File: src/sv/lenorm_pkg.sv
// Shared types, character constants and helpers for the line ending normaliser.
// Used by lenorm_match, lenorm_outbuf and the top; has no dependencies of its own.
`default_nettype none

package lenorm_pkg;

	localparam logic [7:0] CH_CR = 8'h0D;
	localparam logic [7:0] CH_LF = 8'h0A;
	localparam logic [7:0] PS_B0 = 8'hE2;
	localparam logic [7:0] PS_B1 = 8'h80;
	localparam logic [7:0] PS_B2 = 8'hA9;

	// Most words one input byte can produce.
	localparam int MaxWords = 3;
	localparam int CntW     = $clog2(MaxWords + 1);

	typedef enum logic [1:0] {
		PM_IDLE = 2'd0,
		PM_CR   = 2'd1,
		PM_E2   = 2'd2,
		PM_E280 = 2'd3
	} pend_t;

	// The group of words one input byte produces.
	typedef struct packed {
		logic [MaxWords-1:0][7:0] data;
		logic [CntW-1:0]          cnt;
		logic                     stream_end;
	} res_t;

	// Append one byte to a result group; extra bytes beyond capacity are dropped.
	function automatic res_t put_word(res_t r, logic [7:0] b);
		res_t o;
		o = r;
		if (r.cnt != CntW'(MaxWords)) begin
			o.data[r.cnt] = b;
			o.cnt         = r.cnt + CntW'(1);
		end
		return o;
	endfunction

endpackage

`default_nettype wire

File: src/sv/lenorm_if.sv
// Valid/ready channel interfaces for the line ending normaliser.
// Depends on nothing; the byte input and the word output have one interface each.
`default_nettype none

interface lenorm_in_if;
	logic       valid;
	logic       ready;
	logic [7:0] in_byte;
	logic       in_stream_end;

	modport source (output valid, output in_byte, output in_stream_end, input ready);
	modport sink   (input valid, input in_byte, input in_stream_end, output ready);
endinterface

interface lenorm_out_if;
	logic       valid;
	logic       ready;
	logic [7:0] out_byte;
	logic       run_last;
	logic       out_stream_end;

	modport source (output valid, output out_byte, output run_last,
		output out_stream_end, input ready);
	modport sink   (input valid, input out_byte, input run_last,
		input out_stream_end, output ready);
endinterface

`default_nettype wire

File: src/sv/lenorm_match.sv
// Combinational match logic: from the held state and one byte, the words to emit
// and the next state. Depends on lenorm_pkg.
`default_nettype none

module lenorm_match
	import lenorm_pkg::*;
(
	input  pend_t      pend,
	input  logic [7:0] in_byte,
	input  logic       in_stream_end,
	output res_t       res,
	output pend_t      pend_nxt
);

	always_comb begin
		res_t  r;
		pend_t nxt;
		logic  do_idle;

		r          = '0;
		nxt        = PM_IDLE;
		do_idle    = 1'b0;

		unique case (pend)
			PM_CR: begin
				r = put_word(r, CH_LF);
				do_idle = (in_byte != CH_LF);
			end
			PM_E2: begin
				if (in_byte == PS_B1) begin
					nxt = PM_E280;
				end else begin
					r = put_word(r, PS_B0);
					do_idle = 1'b1;
				end
			end
			PM_E280: begin
				if (in_byte == PS_B2) begin
					r = put_word(r, CH_LF);
				end else begin
					r = put_word(r, PS_B0);
					r = put_word(r, PS_B1);
					do_idle = 1'b1;
				end
			end
			PM_IDLE: begin
				do_idle = 1'b1;
			end
			default: begin
				do_idle = 1'b1;
			end
		endcase

		// A broken match is followed by the byte being handled from scratch.
		if (do_idle) begin
			priority if (in_byte == CH_CR) begin
				nxt = PM_CR;
			end else if (in_byte == PS_B0) begin
				nxt = PM_E2;
			end else begin
				r = put_word(r, in_byte);
			end
		end

		// At the end of the stream whatever is still held is flushed.
		if (in_stream_end) begin
			unique case (nxt)
				PM_CR:   r = put_word(r, CH_LF);
				PM_E2:   r = put_word(r, PS_B0);
				PM_E280: begin
					r = put_word(r, PS_B0);
					r = put_word(r, PS_B1);
				end
				default: ;
			endcase
			nxt = PM_IDLE;
		end

		r.stream_end = in_stream_end;
		res          = r;
		pend_nxt     = nxt;
	end

endmodule

`default_nettype wire

File: src/sv/lenorm_outbuf.sv
// Result register: holds one byte's words, hands out one a cycle while ready is high.
// Depends on lenorm_pkg and lenorm_out_if.
`default_nettype none

module lenorm_outbuf
	import lenorm_pkg::*;
(
	input  logic             clk,
	input  logic             arst_n,
	input  logic             load,
	input  res_t             res,
	output logic             free,
	lenorm_out_if.source     result
);

	res_t            res_q;
	logic            valid_q;
	logic [CntW-1:0] idx_q;
	logic            last_word;
	logic            fire;

	assign last_word = (idx_q == res_q.cnt - CntW'(1));
	assign fire      = valid_q && result.ready;
	// The register can take the next group once its final word is taken.
	assign free      = !valid_q || (fire && last_word);

	always_ff @(posedge clk or negedge arst_n) begin
		if (!arst_n) begin
			valid_q <= 1'b0;
			idx_q   <= '0;
		end else if (load) begin
			valid_q <= (res.cnt != '0);
			idx_q   <= '0;
		end else if (fire) begin
			if (last_word) begin
				valid_q <= 1'b0;
			end
			idx_q <= idx_q + CntW'(1);
		end
	end

	always_ff @(posedge clk) begin
		if (load) begin
			res_q <= res;
		end
	end

	assign result.valid          = valid_q;
	assign result.out_byte       = res_q.data[idx_q[$clog2(MaxWords)-1:0]];
	assign result.run_last       = last_word;
	assign result.out_stream_end = last_word && res_q.stream_end;

endmodule

`default_nettype wire

File: src/sv/line_ending_normalizer.sv
// Top level of the line ending normaliser: input register, held match state,
// match logic and result register. Depends on lenorm_pkg, lenorm_if, lenorm_match, lenorm_outbuf.
//
// Turns a byte stream into one with LF line endings: CR LF and a lone CR become LF, and
// the paragraph separator E2 80 A9 becomes LF; other bytes pass unchanged. A byte is
// taken into an input register, run through the match logic against the held partial
// match, and its zero to three words land in a result register that hands out one word
// a cycle while the receiver is ready. A byte passes the input register, then the result register,
// before its first word shows; one yielding several words holds the result register until its
// last word is taken. The rate is one byte a cycle while each byte yields at most one word and
// the receiver is ready; a byte that yields none shows nothing. run_last marks the final word
// of each byte and out_stream_end the final word of the stream, after which a new stream starts.
`default_nettype none

module line_ending_normalizer
	import lenorm_pkg::*;
(
	input  logic         clk,
	input  logic         arst_n,
	lenorm_in_if.sink    feed,
	lenorm_out_if.source result
);

	logic       valid_s1;
	logic [7:0] byte_s1;
	logic       end_s1;
	pend_t      pend_q;
	pend_t      pend_nxt;
	res_t       res;
	logic       free;
	logic       move;

	assign move       = valid_s1 && free;
	assign feed.ready = !valid_s1 || move;

	always_ff @(posedge clk or negedge arst_n) begin
		if (!arst_n) begin
			valid_s1 <= 1'b0;
			pend_q   <= PM_IDLE;
		end else begin
			if (feed.ready) begin
				valid_s1 <= feed.valid;
			end
			if (move) begin
				pend_q <= pend_nxt;
			end
		end
	end

	always_ff @(posedge clk) begin
		if (feed.valid && feed.ready) begin
			byte_s1 <= feed.in_byte;
			end_s1  <= feed.in_stream_end;
		end
	end

	lenorm_match u_match (
		.pend          (pend_q),
		.in_byte       (byte_s1),
		.in_stream_end (end_s1),
		.res           (res),
		.pend_nxt      (pend_nxt)
	);

	lenorm_outbuf u_outbuf (
		.clk    (clk),
		.arst_n (arst_n),
		.load   (move),
		.res    (res),
		.free   (free),
		.result (result)
	);

endmodule

`default_nettype wire

File: src/flat_wrapper.sv
// flat-port wrapper written by rule: the top's interface ports become plain ports
module line_ending_normalizer_flat import lenorm_pkg::*;
  (clk, arst_n, feed_valid, feed_in_byte, feed_in_stream_end, feed_ready, result_valid, result_out_byte, result_run_last, result_out_stream_end, result_ready);
  lenorm_in_if feed_i ();
  lenorm_out_if result_i ();
  input  logic clk;
  input  logic arst_n;
  input wire logic [$bits(feed_i.valid)-1:0] feed_valid;
  input wire logic [$bits(feed_i.in_byte)-1:0] feed_in_byte;
  input wire logic [$bits(feed_i.in_stream_end)-1:0] feed_in_stream_end;
  output wire logic [$bits(feed_i.ready)-1:0] feed_ready;
  output wire logic [$bits(result_i.valid)-1:0] result_valid;
  output wire logic [$bits(result_i.out_byte)-1:0] result_out_byte;
  output wire logic [$bits(result_i.run_last)-1:0] result_run_last;
  output wire logic [$bits(result_i.out_stream_end)-1:0] result_out_stream_end;
  input wire logic [$bits(result_i.ready)-1:0] result_ready;
  assign feed_i.valid = feed_valid;
  assign feed_i.in_byte = feed_in_byte;
  assign feed_i.in_stream_end = feed_in_stream_end;
  assign feed_ready = feed_i.ready;
  assign result_valid = result_i.valid;
  assign result_out_byte = result_i.out_byte;
  assign result_run_last = result_i.run_last;
  assign result_out_stream_end = result_i.out_stream_end;
  assign result_i.ready = result_ready;
  line_ending_normalizer u_core (.clk(clk), .arst_n(arst_n), .feed(feed_i), .result(result_i));
endmodule
File: config.mk
export PLATFORM = sky130hd
export DESIGN_NAME = line_ending_normalizer_flat
export DESIGN_NICKNAME = d
export VERILOG_FILES = /design/src/sv/lenorm_pkg.sv /design/src/sv/lenorm_if.sv /design/src/sv/lenorm_match.sv /design/src/sv/lenorm_outbuf.sv /design/src/sv/line_ending_normalizer.sv /design/src/flat_wrapper.sv
export SDC_FILE = /design/constraint.sdc
export NUM_CORES = 1
export LEC_CHECK = 0
export ABC_AREA = 1
export BUFFER_PORTS_ARGS = -buffer_cell sky130_fd_sc_hd__buf_2
export CAP_MARGIN = 20
export CORE_UTILIZATION = 45
export DETAILED_ROUTE_END_ITERATION = 8
export GPL_ROUTABILITY_DRIVEN = 0
export PLACE_DENSITY_LB_ADDON = 0.08
export SLEW_MARGIN = 20
export SYNTH_ARGS = -nofsm -noshare
export SYNTH_HDL_FRONTEND = slang
export SYNTH_SLANG_ARGS = --single-unit
export TNS_END_PERCENT = 50
File: constraint.sdc
create_clock -name clk -period 3.68 [get_ports clk]
set_clock_uncertainty 0.05 [all_clocks]
set_input_delay 1.104 -clock clk [delete_from_list [all_inputs] [get_ports clk]]
set_output_delay 1.104 -clock clk [all_outputs]
set_load 0.05 [all_outputs]
# Word-level counts from Yosys, hierarchy flattened
# Index checks and enable logic that the tools add are counted.
word_totals:
  regBits: 42
  latchBits: 0
  mem_bits_rw: 0
  rom_bits: 0
  mem_count: 0
op_classes:
  add_sub_neg: 6
  mul: 0
  div_mod_pow: 0
  magnitude_cmp: 9
  n_eq_ne: 16
  n_shift: 0
  n_mux: 42
  n_bitwise: 12
  n_reduce_logical: 18
ops:
  columns: ["operator", "n"]
  rows:
  - ["26-bit 2-to-1 mux", 7]
  - ["27-bit one-hot mux with 3 select lines", 2]
  - ["27-bit 2-to-1 mux", 5]
  - ["8-bit demux with 2-bit select", 4]
  - ["21-bit NOT", 2]
  - ["8-bit 2-to-1 mux", 5]
  - ["24-bit bitwise mux", 1]
  - ["8-bit == test (second input constant)", 3]
  - ["21-bit bitwise AND", 1]
  - ["7-bit by 21-bit bitwise AND with 21-bit output", 1]
  - ["10-bit 2-to-1 mux", 2]
  - ["18-bit bitwise AND", 1]
  - ["18-bit NOT", 1]
  - ["8-bit binary-select mux with 2-bit select", 1]
  - ["2-bit 2-to-1 mux", 8]
  - ["2-bit by 3-bit < comparator with 1-bit output (second input constant)", 5]
  - ["12-bit bitwise AND", 1]
  - ["12-bit NOT", 1]
  - ["12-bit OR", 1]
  - ["11-bit 2-to-1 mux", 1]
  - ["2-bit by 1-bit adder with 2-bit output (second input constant)", 5]
  - ["1-bit logical AND", 9]
  - ["2-bit == test (second input constant)", 4]
  - ["8-bit by 4-bit == test with 1-bit output (second input constant)", 1]
  - ["other kinds (16)", 31]

# Longest topological paths before layout
# Gate-level depths: netlist of the first run.
logic_depth:
  ltp_word: 41
  ltp_mapped: 13
  ltp_nobuf: 13

# By module
# Synthesis of the first run repeated with hierarchy kept, for this count alone.
hier_totals:
  hier_cells: 257
  hier_area_um2: 2453.6
by_module_without_submodules:
  columns: ["module", "instances", "cells_each", "area_each_um2", "seq_area_each_um2"]
  rows:
  - ["lenorm_outbuf", 1, 94, 1226.2, 885.8]
  - ["lenorm_match", 1, 138, 827.0, 0.0]
  - ["line_ending_normalizer", 1, 25, 400.4, 345.3]

# Least setup slack after synthesis of the first run
# Ideal clock, no wire load.
synth_path:
  path_type: "flip-flop to output port"
  start: "register u_core.u_outbuf.idx_q[0]"
  end: "output port result_out_byte[5]"
  arrival_time_ns: 1.990
  t_required_ns: 2.526
  setup_slack_ns: 0.536
  stages_incl_launch_ff: 5
  path_buffers: 1
  path_cell_list: "dfrtp_1 > inv_2 > clkbuf_1 > nor2_1 > o31ai_1"
synth_via:
  elab_chain_cells: 2
synth_rtl:
  columns: ["element", "line_no", "text"]
  rows:
  - ["from (decl)", "lenorm_outbuf.sv:18", "logic [CntW-1:0] idx_q;"]
  - ["from (signal assigned)", "lenorm_outbuf.sv:38", "idx_q <= idx_q + CntW'(1);"]
  - ["8-bit binary-select mux with 2-bit select", "lenorm_outbuf.sv:49", "assign result.out_byte = res_q.data[idx_q[$clog2(MaxWords)-1:0]];"]
  - ["8-bit 2-to-1 mux (implied by the code)", "lenorm_outbuf.sv:49", null]
  - ["to (decl)", "flat_wrapper.sv:13", "output wire logic [$bits(result_i.out_byte)-1:0] result_out_byte;"]
# Every way passes these cells. The select of a mux whose other input is x is not followed.

# Worst setup path after layout of the first run
layout_path:
  start: "register u_core.u_outbuf.idx_q[1]"
  end: "output port feed_ready"
layout_via:
  elab_chain_cells: 5
layout_rtl:
  columns: ["element", "line_no", "text"]
  rows:
  - ["2-bit == test", "lenorm_outbuf.sv:22", "assign last_word = (idx_q == res_q.cnt - CntW'(1));"]
  - ["1-bit logical AND", "lenorm_outbuf.sv:25", "assign free = !valid_q || (fire && last_word);"]
  - ["1-bit logical OR", "lenorm_outbuf.sv:25", null]
  - ["1-bit logical AND", "line_ending_normalizer.sv:33", "assign move = valid_s1 && free;"]
  - ["1-bit logical OR", "line_ending_normalizer.sv:34", "assign feed.ready = !valid_s1 || move;"]
  - ["to (decl)", "flat_wrapper.sv:11", "output wire logic [$bits(feed_i.ready)-1:0] feed_ready;"]
# Every way passes these cells.

==> flow_metrics.env, run 1 <==
export IMPL_status="complete, no violations"
export IMPL_initial_core_util_pct=47.56
export IMPL_antenna_found_initial=0
export IMPL_diodes=0
export IMPL_num_fill_cells=473
export IMPL_seqCellArea_mm2=0.001231
export IMPL_synth_avg_cell_area_um2=9.313
export IMPL_synth_nets=259
export IMPL_max_freq_ghz=0.3213
export IMPL_wl_per_cell_um=13.13
export IMPL_ctsResizeCount=0
export IMPL_switching_power_mw=1.009
export IMPL_powerDensity_mw_per_mm2=845.0
export IMPL_synthesis_instances=246
export IMPL_ir_worst_vdd_v=0.0004557
export IMPL_clkLatencyLatePin_ps=290
export IMPL_maxCapViolations=0
export IMPL_leakagePower_nw=1.150
export IMPL_cts_max_path_buffers=2
export IMPL_ioPinCount=25
export IMPL_p_int_mw=1.182
export IMPL_path_clk_slew_ps=70
export IMPL_root_buffer="clkbuf_8"
export IMPL_io_buffer_count=24
export IMPL_ant_nets=0
export IMPL_die_area_mm2=0.005380
export IMPL_finalCriticalPeriod_ps=3112
export IMPL_grt_pass1_vias=1595
export IMPL_netSwitchingFraction_pct=46.04
export IMPL_fin_tns_setup_ps=0
export IMPL_drtIter0Drc=106
export IMPL_yosysUniqueCellTypes=33
export IMPL_cp_arrival_ps=1960
export IMPL_cts_tree="built"
export IMPL_end_kind="output port"
export IMPL_multiInputGateArea_um2=903.4
export IMPL_hold_class="flop to flop"
export IMPL_tightestPinTransition_ps=856.5
export IMPL_relSlewSlack_pct=42.76
export IMPL_die_h_um=73.35
export IMPL_numCtsBuffers=5
export IMPL_fin_crit_sh_pct=84.57
export IMPL_setup_violations_final=0
export IMPL_synth_most_common_cell="nand2_1"
export IMPL_grt_util_all_layers_pct=18.80
export IMPL_vias=1677
export IMPL_clkSinkCount=42
export IMPL_grt_max_degree=34
export IMPL_synth_seq_cells=42
export IMPL_synthArstFlopShare_pct=14.29
export IMPL_h_tree_depth=2
export IMPL_drive_above_1_share_pct=28.83
export IMPL_postCtsSetupBuffers=0
export IMPL_hold_slack_ps=451.1
export IMPL_finalWirelength_um=4476
export IMPL_dp_hpwl_um=3453
export IMPL_seqPwrFrac_pct=39.4
export IMPL_crit_type="flop to output port"
export IMPL_overflow=0
export IMPL_netlist_area_mm2=0.002291
export IMPL_core_mm2=0.004817
export IMPL_p_comb_share_pct=43.7
export IMPL_final_net_count=286
export IMPL_vias_per_cell=4.918
export IMPL_pwr_share_clk_pct=16.9
export IMPL_yosysSeqAreaShare_pct=53.74
export IMPL_rows=25
export IMPL_place_ws_ps=795.6
export IMPL_utilization_pct=53.82
export IMPL_required_ps=2530
export IMPL_firstDrtPassIters=4
export IMPL_setup_slack_ps=568.0
export IMPL_maxSlewViolCount=0
export IMPL_area_growth_pct=13.16
export IMPL_cp_max_fo=18
export IMPL_synth_top_area_share_pct=47.19
export IMPL_synth_edf_count=36
export IMPL_synth_flop_cell="edfxtp_1"
export IMPL_ys_warnings_count=0
export IMPL_die_x_um=73.35
export IMPL_hold_viol=0
export IMPL_synth_top_area_cell="edfxtp_1"
export IMPL_drc=0
export IMPL_rsz0062_at_grt="false"
export IMPL_ys_top_cells_by_area="edfxtp_1, nand2_1, dfrtp_1"
export IMPL_grt_pass1_wl_um=7376
export IMPL_postCtsHoldBufs=0
export IMPL_critPathLaunchType="flop"
export IMPL_ys_top_cells_by_count="nand2_1, nor2_1, edfxtp_1"
registers in the layout (all words and copies together), names as in the netlist:
name and flops:
u_core.byte_s1 8, u_core.u_outbuf.idx_q 2, u_core.u_outbuf.res_q 27, u_core.u_outbuf.result.valid 1, u_core.pend_q 2, u_core.valid_s1 1, u_core.end_s1 1
kinds of logic (layout without fill, tap and decap cells):
kind of cell	count (synthesis)	after routing	synth area share [%]
xor gates and xnor gates	2	2	0.7647
buffers and inverters	40	68	6.827
and+or+nand+nor	132	132	30.47
DFF	42	42	53.74
AOI/OAI and AO/OA	30	30	8.192
stage by stage:
step           instances  power, mW  cell area (um2)
6_report             341      2.191             2592
5_1_grt              341      2.326             2592
4_1_cts              341      2.215             2592
3_5_place_dp         333      1.843             2476
3_3_place_gp         333      1.830             2476
2_1_floorplan        246      1.629             2291
routing by layer:
layer,GRT usage [%],wire length (um),share of wire (%),vias up
met5,0,0,0,-
met4,6.838,74,1.7,0
met3,4.527,140,3.1,8
met2,30.14,2152,48,33
met1,24.89,2109,47,770
li1,-,-,-,866
path summary, 6_finish.rpt:
check | start | cells past startpoint | slack (ps) | end
setup / recovery | u_core.u_outbuf.idx_q[1] | 8 | 570 | feed_ready
max in group asynchronous | arst_n | 1 | 2840 | u_core.u_outbuf.idx_q[1]
hold / removal | u_core.valid_s1 | 2 | 450 | u_core.u_outbuf.result.valid
setup reg to reg | u_core.u_outbuf.idx_q[1] | 10 | 1310 | u_core.pend_q[0]
min in group asynchronous | arst_n | 1 | 580 | u_core.pend_q[1]
hold reg to reg | u_core.valid_s1 | 2 | 450 | u_core.u_outbuf.result.valid
worst max-delay path, cell delays in order (launching register included):
cell and delay (ps):
dfrtp_1 700, xnor2_1 170, o21ai_1 250, inv_2 50, nand2_1 50, nand2_1 70, inv_2 80, nand2_1 80
buf_2 220
power groups by stage:
stage / combinational, mW / sequential, mW / clock (mW)
3_5_place_dp: 0.967 / 0.876 / 0
6_report: 0.957 / 0.863 / 0.370
2_1_floorplan: 0.798 / 0.830 / 0
4_1_cts: 0.969 / 0.865 / 0.381
5_1_grt: 1.04 / 0.887 / 0.398
3_3_place_gp: 0.958 / 0.872 / 0
layout by cell type (no fill, tap or decap), types with 3 or more instances in the layout:
| master | n |
|---|---|
| o21ai_1 | 4 |
| nand3_1 | 15 |
| clkbuf_8 | 6 |
| o31ai_1 | 8 |
| inv_2 | 13 |
| nor2_1 | 40 |
| nor2_2 | 6 |
| dfrtp_1 | 6 |
| a21oi_1 | 8 |
| inv_1 | 21 |
| buf_2 | 24 |
| edfxtp_1 | 36 |
| nand3_2 | 4 |
| nand2_1 | 42 |
| nand2_2 | 9 |
| o21ai_0 | 3 |
| nor2_4 | 6 |
final cells by class:
| cell class | instances | share of cell area, % |
|---|---|---|
| repair buffers | 24 | 4.633 |
| well taps | 67 | 3.234 |
| clock inverters | 1 | 1.158 |
| clock buffers | 7 | 3.330 |
| multi-input cells | 164 | 34.85 |
| inverters | 36 | 5.309 |
| flip-flops and latches | 42 | 47.49 |
(Power assumes the default switching activity.)
==> inputs of run 2 (changes only) <==
- clock period: 3.68 -> 3.2 ns (I/O delays scaled with it)
==> run 2 against run 1 <==
  * Setup slack got worse by 380 ps
  * Sequential power increased by 15%
  * Combinational power increased by 17%
  * Non-clock buffer count increased by 1
  * Final cell count increased by 0.29%
  * Critical path type unchanged
  * Critical endpoint unchanged
  * Largest power group unchanged
==> flow_metrics.env, run 2 (synthesis results as in run 1) <==
export IMPL_ioPinCount=25
export IMPL_path_clk_slew_ps=80
export IMPL_initial_core_util_pct=47.56
export IMPL_cts_max_path_buffers=2
export IMPL_ant_nets=0
export IMPL_postCtsHoldBufs=0
export IMPL_drive_above_1_share_pct=28.73
export IMPL_area_growth_pct=13.05
export IMPL_numCtsBuffers=5
export IMPL_utilization_pct=53.77
export IMPL_die_h_um=73.35
export IMPL_relSlewSlack_pct=59.93
export IMPL_core_mm2=0.004817
export IMPL_finalCriticalPeriod_ps=3016
export IMPL_crit_type="flop to output port"
export IMPL_max_freq_ghz=0.3316
export IMPL_final_net_count=287
export IMPL_dp_hpwl_um=3420
export IMPL_end_kind="output port"
export IMPL_postCtsSetupBuffers=0
export IMPL_tightestPinTransition_ps=601.1
export IMPL_grt_pass1_vias=1516
export IMPL_hold_class="primary input to asynchronous set/reset pin"
export IMPL_grt_util_all_layers_pct=18.65
export IMPL_reg_top3="u_core.u_outbuf.res_q (27), u_core.byte_s1 (8)"
export IMPL_h_tree_depth=2
export IMPL_antenna_found_initial=0
export IMPL_drtIter0Drc=79
export IMPL_vias_per_cell=4.947
export IMPL_vias=1692
export IMPL_design_area_mm2=0.002590
export IMPL_clkLatencyLatePin_ps=300
export IMPL_leakagePower_nw=1.150
export IMPL_die_x_um=73.35
export IMPL_regMostFlops="u_core.u_outbuf.res_q"
export IMPL_grt_max_degree=34
export IMPL_rows=25
export IMPL_rsz0062_at_grt="false"
export IMPL_grt_pass1_wl_um=7265
export IMPL_largest_register_ffs=27
export IMPL_ctsResizeCount=0
export IMPL_finalWirelength_um=4504
export IMPL_ff2ff_setup_slack_ps=1040
export IMPL_cp_arrival_ps=2010
export IMPL_firstDrtPassIters=4
export IMPL_maxSlewViolCount=0
export IMPL_ir_worst_vdd_v=0.0006087
export IMPL_layout_common_cells="nand2_1, nor2_1, edfxtp_1"
export IMPL_die_area_mm2=0.005380
export IMPL_fin_tns_setup_ps=0
export IMPL_wl_per_cell_um=13.17
export IMPL_cp_max_fo=18
export IMPL_diodes=0
export IMPL_setup_violations_final=0
export IMPL_powerDensity_mw_per_mm2=974.0
export IMPL_overflow=0
export IMPL_maxCapViolations=0
export IMPL_cts_tree="built"
export IMPL_drc=0
export IMPL_io_buffer_count=24
export IMPL_hold_viol=0
export IMPL_required_ps=2190
export IMPL_layout_commonest_cell="nand2_1"
export IMPL_p_total_mw=2.523
export IMPL_placed_area_mm2=0.002484
export IMPL_clkSinkCount=42
export IMPL_critPathLaunchType="flop"
export IMPL_root_buffer="clkbuf_8"
export IMPL_status="complete, no violations"
export IMPL_fin_crit_sh_pct=94.24
## run 2: final timing paths
| kind | startpoint | endpoint | cells after the start |
|---|---|---|---|
| setup / recovery | u_core.u_outbuf.idx_q[1] | feed_ready | 9 |
| hold / removal | arst_n | u_core.u_outbuf.idx_q[0] | 1 |
| setup reg to reg | u_core.u_outbuf.idx_q[1] | u_core.u_outbuf.res_q[20] | 9 |
| hold reg to reg | u_core.valid_s1 | u_core.u_outbuf.result.valid | 2 |
| max in group asynchronous | arst_n | u_core.u_outbuf.idx_q[1] | 1 |
| min in group clk | u_core.valid_s1 | u_core.u_outbuf.result.valid | 2 |
## run 2: report_power, final
group	switching [mW]	total, mW	internal, mW	leakage, nW
Clock	0.177	0.408	0.230	0.0528
Sequential	0.143	0.996	0.853	0.411
Combinational	0.859	1.12	0.260	0.686
## run 2: routing by layer
metal / routed length [um] / track usage (%) / part of all wire [%]
met4: 63 / 5.769 / 1.4
met3: 225 / 4.115 / 5.0
met1: 2098 / 24.51 / 47
met2: 2116 / 30.86 / 47
met5: 0 / 0 / 0
## run 2: area by class of cell
| class | count | area, um2 |
|---|---|---|
| Clock buffer | 6 | 72.57 |
| Clock inverter | 2 | 33.78 |
| Fill cell | 482 | 2227 |
| Inverter | 36 | 137.6 |
| Multi-Input combinational cell | 164 | 903.4 |
| Sequential cell | 42 | 1231 |
| Tap cell | 67 | 83.83 |
| Timing Repair Buffer | 25 | 127.6 |
## run 2: stage by stage
stage / hold slack [ps] / worst slack (ps) / cells
6_report: 436.4 / 184.3 / 342
5_1_grt: 440.7 / 34.27 / 342
4_1_cts: 441.4 / 169.1 / 342
3_5_place_dp: 441.5 / 508.0 / 334
3_3_place_gp: 429.8 / 573.9 / 334
2_1_floorplan: 412.6 / 200.3 / 246
## run 2: critical path: stages (launching register included)
cell,delay [ps]
dfrtp_1,730
xnor2_1,210
nand2_1,80
o21ai_1,140
inv_2,50
nand2_1,60
nand2_1,70
inv_2,80
nand2_1,80
buf_2,220
